$ cat src/design/decimal_lsd_radix_sort_assert.svh
// ----------------------------------------------------------------------------
// decimal_lsd_radix_sort assertion macros
// concurrent checks on clk_i, disabled while rst_ni is low
// ----------------------------------------------------------------------------
`ifndef DECIMAL_LSD_RADIX_SORT_ASSERT_SVH
`define DECIMAL_LSD_RADIX_SORT_ASSERT_SVH

// same-cycle implication
`define DRS_ASSERT_IMPL(lbl, ante, cons, msg) \
  lbl: assert property (@(posedge clk_i) disable iff (!rst_ni) (ante) |-> (cons)) \
    else $error(msg);

// next-cycle implication
`define DRS_ASSERT_NEXT(lbl, ante, cons, msg) \
  lbl: assert property (@(posedge clk_i) disable iff (!rst_ni) (ante) |=> (cons)) \
    else $error(msg);

`endif

$ cat src/design/drs_pkg.sv
// ----------------------------------------------------------------------------
// drs_pkg
// shared constants and controller/datapath command and status types
// ----------------------------------------------------------------------------
`default_nettype none

package drs_pkg;

  // fixed field width of the value channels
  localparam int unsigned VALUE_W     = 31;
  // decimal digits held per item, enough for any 31-bit value
  localparam int unsigned NUM_DIGITS  = 10;
  localparam int unsigned DIGIT_W     = 4;
  localparam int unsigned BCD_W       = NUM_DIGITS * DIGIT_W;
  localparam int unsigned DIGIT_IDX_W = 4;

  typedef logic [DIGIT_W-1:0]     digit_t;
  typedef logic [DIGIT_IDX_W-1:0] dpos_t;

  // controller to datapath
  typedef struct packed {
    logic load;       // latch input beat, start bcd conversion
    logic dd_step;    // one double-dabble step
    logic store;      // write converted item to the data bank
    logic pass_init;  // clear digit counts, start a pass
    logic count_run;  // histogram walk
    logic prefix;     // one prefix-sum step
    logic scatter;    // stable scatter walk
    logic pass_end;   // swap banks, next digit
    logic out_init;   // rewind for streaming
    logic out_run;    // stream sorted items
    logic finish;     // clear set state
  } drs_cmd_t;

  // datapath to controller
  typedef struct packed {
    logic full;
    logic conv_done;
    logic last;
    logic idx_done;
    logic prefix_done;
    logic sort_more;
    logic out_done;
  } drs_sts_t;

endpackage

`default_nettype wire

$ cat src/design/drs_ctrl.sv
// ----------------------------------------------------------------------------
// drs_ctrl
// sequencer for load, digit passes and result streaming
// ----------------------------------------------------------------------------
`default_nettype none

module drs_ctrl import drs_pkg::*; (
  input  logic     clk_i,
  input  logic     rst_ni,
  input  logic     in_valid_i,
  output logic     in_ready_o,
  input  drs_sts_t sts_i,
  output drs_cmd_t cmd_o
);

  typedef enum logic [2:0] {
    ST_LOAD,
    ST_CONV,
    ST_CHECK,
    ST_COUNT,
    ST_PREFIX,
    ST_SCATTER,
    ST_OUT
  } state_e;

  state_e state_q, state_d;

  // next state and commands
  always_comb begin
    state_d    = state_q;
    cmd_o      = '0;
    in_ready_o = 1'b0;
    case (state_q)
      ST_LOAD: begin
        in_ready_o = 1'b1;
        if (in_valid_i) begin
          cmd_o.load = 1'b1;
          state_d    = ST_CONV;
        end
      end
      ST_CONV: begin
        if (sts_i.full || sts_i.conv_done) begin
          // a beat that finds the buffer full is dropped
          cmd_o.store = !sts_i.full;
          state_d     = sts_i.last ? ST_CHECK : ST_LOAD;
        end else begin
          cmd_o.dd_step = 1'b1;
        end
      end
      ST_CHECK: begin
        if (sts_i.sort_more) begin
          cmd_o.pass_init = 1'b1;
          state_d         = ST_COUNT;
        end else begin
          cmd_o.out_init = 1'b1;
          state_d        = ST_OUT;
        end
      end
      ST_COUNT: begin
        cmd_o.count_run = 1'b1;
        if (sts_i.idx_done) state_d = ST_PREFIX;
      end
      ST_PREFIX: begin
        cmd_o.prefix = 1'b1;
        if (sts_i.prefix_done) state_d = ST_SCATTER;
      end
      ST_SCATTER: begin
        cmd_o.scatter = 1'b1;
        if (sts_i.idx_done) begin
          cmd_o.pass_end = 1'b1;
          state_d        = ST_CHECK;
        end
      end
      ST_OUT: begin
        cmd_o.out_run = 1'b1;
        if (sts_i.out_done) begin
          cmd_o.finish = 1'b1;
          state_d      = ST_LOAD;
        end
      end
      default: state_d = ST_LOAD;
    endcase
  end

  // state register
  always_ff @(posedge clk_i or negedge rst_ni) begin
    if (!rst_ni) begin
      state_q <= ST_LOAD;
    end else begin
      state_q <= state_d;
    end
  end

endmodule

`default_nettype wire

$ cat config.mk
export PLATFORM = sky130hd
export DESIGN_NAME = drs_ctrl
export DESIGN_NICKNAME = d
export VERILOG_FILES = /design/src/design/decimal_lsd_radix_sort_assert.svh /design/src/design/drs_pkg.sv /design/src/design/drs_ctrl.sv
export SDC_FILE = /design/constraint.sdc
export NUM_CORES = 1
export LEC_CHECK = 0
export ABC_AREA = 1
export BUFFER_PORTS_ARGS = -buffer_cell sky130_fd_sc_hd__buf_2
export CORE_AREA = 4 4 41 43
export CTS_CLUSTER_DIAMETER = 80
export DETAILED_ROUTE_END_ITERATION = 12
export DIE_AREA = 0 0 45 47
export PLACE_DENSITY_LB_ADDON = 0.1
export SYNTH_ARGS = -nofsm -noshare
export SYNTH_HDL_FRONTEND = slang
export SYNTH_SLANG_ARGS = --single-unit
export TNS_END_PERCENT = 30
$ cat constraint.sdc
create_clock -name clk_i -period 1.9 [get_ports clk_i]
set_input_delay 0.095 -clock clk_i [delete_from_list [all_inputs] [get_ports clk_i]]
set_output_delay 0.095 -clock clk_i [all_outputs]
set_load 0.01 [all_outputs]
Yosys cells after proc, flatten, opt, wreduce, memory -nomap -nowiden
Index checks and enable logic that the tools add are counted.
W data, S select, Z words.
Operators by class
  equal/unequal tests: 12
  muxes and demuxes: 25
  reductions and logical operators: 4
Operators by type and width (number)
  $mux W3: 7
  $pmux W3 S7: 1
  $mux W1: 13
  $ne A2 B2 Y1 const B: 6
  $eq A3 B3 Y1 const B: 3
  $mux W2: 4
  $eq A3 B2 Y1 const B: 2
  $reduce_and A6 Y1: 1
  $eq A3 B1 Y1 const B: 1
  $logic_not A3 Y1: 1
  $logic_not A1 Y1: 1
  $logic_or A1 B1 Y1: 1
Word-level totals
  register bits after elaboration: 3
  input bits: 10
  output and inout port bits: 12

Depth between registers and ports, before layout
  word-level depth: 3
  depth in mapped cells: 8
  depth with buffers taken out: 7

Least setup slack after synthesis
No wires, ideal clock.
  path kind: reg2reg
  start point: register state_q[2]
  end point: register state_q[0]
  library setup time: 0.065 ns
  data arrival time: 1.025 ns
  slack: 0.810 ns
  stages on the path, launching flop included: 9
  path buffers: 1
  cell sequence: dfrtp_1 -> buf_6 -> inv_6 -> nand3_1 -> nor2_2 -> nor2_2 -> nand3_2 -> nand2_1 -> nand2_1
Between the ends
  cells in the longest elaborated chain, start to end: 3
  elaborated cells on any way between the ends: 15
  classes of those cells: 12 x eq/ne; 1 x mux; 2 x reduce/logical
Ends and longest elaborated chain
  start: declaration: RTL line drs_ctrl.sv:26  | state_e state_q, state_d;
  start signal: assignment: RTL line drs_ctrl.sv:90  | state_q <= state_d;
  $eq A3 B1 Y1, or another cell as far along: RTL line drs_ctrl.sv:33  | case (state_q)
  $ne A2 B2 Y1 (no source line)
  $reduce_and A6 Y1 (no source line)
Several ways; a longest one is shown, not always the timed one.
A chain may end at the register's enable or synchronous reset.

==> impl_metrics.json <==
{
  "worstPathArrival_ns": 1.33,
  "antenna_found_initial": 0,
  "vias": 452,
  "clock_latency_ns": 0.23,
  "synth.top_cell.area_share": 0.198,
  "leakage_nw": 0.358,
  "r2r_cells": 7,
  "intPower_mw": 0.330,
  "fin_util": 0.397,
  "place_congestion": 0.813,
  "die_w_um": 45,
  "synth.largest_area_cell": "dfrtp_1",
  "rows": 13,
  "grt_usage": 0.101,
  "wl_per_cell_um": 8.85,
  "setup-tns-final_ns": 0,
  "nNetsFinal": 101,
  "grt_max_degree": 11,
  "io_buffers": 21,
  "status": "finished, final reports clean",
  "period_share": 0.748,
  "synth_area_um2": 379,
  "cts_root_buf": "clkbuf_4",
  "final-max-slew-violation-count": 0,
  "r2r_setup_slack_ns": 0.64,
  "cap_violations": 0,
  "yosysWarnings": 0,
  "synthAdderAreaFrac": 0,
  "largestRegisters": "state_q (3)",
  "comb_power_share": 0.588,
  "ant_nets": 0,
  "crit_type": "reg -> out",
  "post-dp-hpwl_um": 790,
  "synthTopCellsByCount": "nand2_1, inv_1, nand3_1",
  "synth_compound_area_frac": 0.0264,
  "r2r_start": "state_q[2]$_DFFE_PN0P_",
  "path_buf_inv": 2,
  "grt_pass1_vias": 381,
  "relSlewSlack": 0.714,
  "synth_top_family_by_area": "simple AND/OR/NAND/NOR gates",
  "drive_gt1_frac": 0.367,
  "cts_buffers": 3,
  "final_hold_viol_count": 0,
  "cp_slowest_cell": "dfrtp_1",
  "finalClockSkew_ns": 0.00151,
  "worst_pin_slew_ns": 0.430,
  "largest_register_ffs": 3,
  "via_per_inst": 4.30,
  "synth_nets": 76,
  "clk_path_buf_depth": 2,
  "rsz0062_at_grt": "no",
  "setup_viol": 0,
  "max_freq_ghz": 0.704,
  "overflow": 0,
  "syn_area_per_cell_um2": 5.74,
  "start_kind": "flop",
  "synthMuxAreaShare": 0,
  "fp.coreArea_um2": 1300,
  "syn_to_final_growth_pct": 36.3,
  "die-area_um2": 2120,
  "clk_pin_slew_ns": 0.04,
  "start_util": 0.291,
  "synth-edff-count": 0,
  "cts_tree": "built",
  "drc": 0,
  "yosysUniqueCellTypes": 15,
  "swShare": 0.515,
  "drt_pass1_iterations": 3,
  "htree_levels": 1,
  "die_h_um": 47,
  "syn_inst": 66,
  "hold_path_class": "in -> async",
  "ys.flop_type": "dfrtp_1",
  "cts_setup_buffers": 0,
  "synthSimpleGateAreaFrac": 0.554,
  "cp.required_ns": 1.80,
  "cpLargestDelayFamily": "flip-flops",
  "worstSetupEndpointType": "output port",
  "period_needed_ns": 1.42,
  "top_register": "state_q",
  "timing.rr.end": "state_q[1]$_DFFE_PN0P_",
  "drt_iter0_markers": 1,
  "async_flop_share": 1.00,
  "ys_seq_area_frac": 0.198,
  "synth.most_common_cell": "nand2_1",
  "grt_pass1_wl_um": 1600,
  "wl_um": 929,
  "cellPowerDensity_nw_per_um2": 1310,
  "power.switching_mw": 0.350,
  "clockPowerShare": 0.159,
  "pwr-share-seq": 0.253,
  "peakVddDrop_mv": 0.364,
  "path_max_fanout": 10,
  "cts_resized": 0,
  "ys_seq_elements": 3,
  "synth-xor-area-share": 0,
  "cts.sinks": 3,
  "crit_chain": "inv_6 -> nand3_1 -> nor3b_1 -> buf_2",
  "netlist_top_cells_area": "dfrtp_1, nand2_1, nand3_1",
  "cpPeakStageDelay_ns": 0.52,
  "boundaryPins": 22,
  "n_antenna_cell": 0
}
## stage by stage
stage	total power, mW	hold WS, ns	area (um2)	setup WS, ns	cells
after floorplan	0.485	-0.201	379	0.810	66
after global placement	0.583	-0.107	480	0.618	100
after detailed placement	0.578	-0.106	480	0.629	100
after CTS	0.695	0.185	517	0.456	105
after global routing	0.769	0.197	517	0.363	105
final	0.679	0.194	517	0.479	105
## power groups by stage
| stage | clock network, mW | registers [mW] | logic [mW] |
|---|---|---|---|
| after global placement | 0 | 0.175 | 0.408 |
| after floorplan | 0 | 0.119 | 0.366 |
| after CTS | 0.114 | 0.173 | 0.407 |
| final | 0.108 | 0.172 | 0.400 |
| after global routing | 0.123 | 0.179 | 0.466 |
| after detailed placement | 0 | 0.174 | 0.404 |
## per-layer routing
layer | vias up | part of all wire | wire, um | track usage
li1 | 251 | - | - | -
met1 | 191 | 0.47 | 438 | 0.132
met2 | 10 | 0.47 | 437 | 0.158
met3 | 0 | 0.057 | 53 | 0.0421
met4 | 0 | 0 | 0 | 0.0175
met5 | - | 0 | 0 | 0
## repair_timing
item / in CTS / in global routing
hold buffers: 1 / 0
setup endpoints to repair: 0 / 0
endpoints found under the hold margin: 3 / 0
## layout make-up
type,instances,area (um2)
Multi-Input combinational cell,46,220
Clock buffer,4,26.3
Timing Repair Buffer,22,115
Fill cell,158,785
Inverter,15,61.3
Tap cell,15,18.8
Sequential cell,3,75.1
## worst max path at each step
stage | start | to | slack (ns) | depth (start not counted)
5_1_grt | state_q[1]$_DFFE_PN0P_ | cmd_o[10] | 0.36 | 4
2_1_floorplan | state_q[2]$_DFFE_PN0P_ | state_q[0]$_DFFE_PN0P_ | 0.81 | 8
3_3_place_gp | state_q[2]$_DFFE_PN0P_ | state_q[1]$_DFFE_PN0P_ | 0.62 | 7
4_1_cts | state_q[2]$_DFFE_PN0P_ | cmd_o[8] | 0.46 | 4
6_report | state_q[2]$_DFFE_PN0P_ | cmd_o[8] | 0.48 | 4
3_5_place_dp | state_q[2]$_DFFE_PN0P_ | state_q[1]$_DFFE_PN0P_ | 0.63 | 7
## worst register-to-register path: stages (launching register included)
cell     delay [ns]
dfrtp_1        0.59
inv_6          0.08
nand3_1        0.10
nand2_1        0.07
nand2_2        0.09
nand3_2        0.10
nand2_1        0.07
nand2_1        0.05
## cell families (layout without fill, tap and decap cells)
logic type      count (synthesis)  after routing
flops                           3              3
compound gates                  2              2
simple gates                   44             44
buf+inv                        17             41
## layout by cell type (no fill, tap or decap)
cell,n
clkbuf_1,1
nand3_1,10
o21ai_0,2
nand2_1,15
buf_2,21
dlygate4sd3_1,1
inv_2,1
nor2_1,9
clkbuf_4,3
inv_6,1
nand3_2,2
nor3b_1,1
inv_1,13
dfrtp_1,3
nor2_2,4
nand4_1,1
nand2_2,1
nor3_1,1
(Power assumes the default switching activity.)
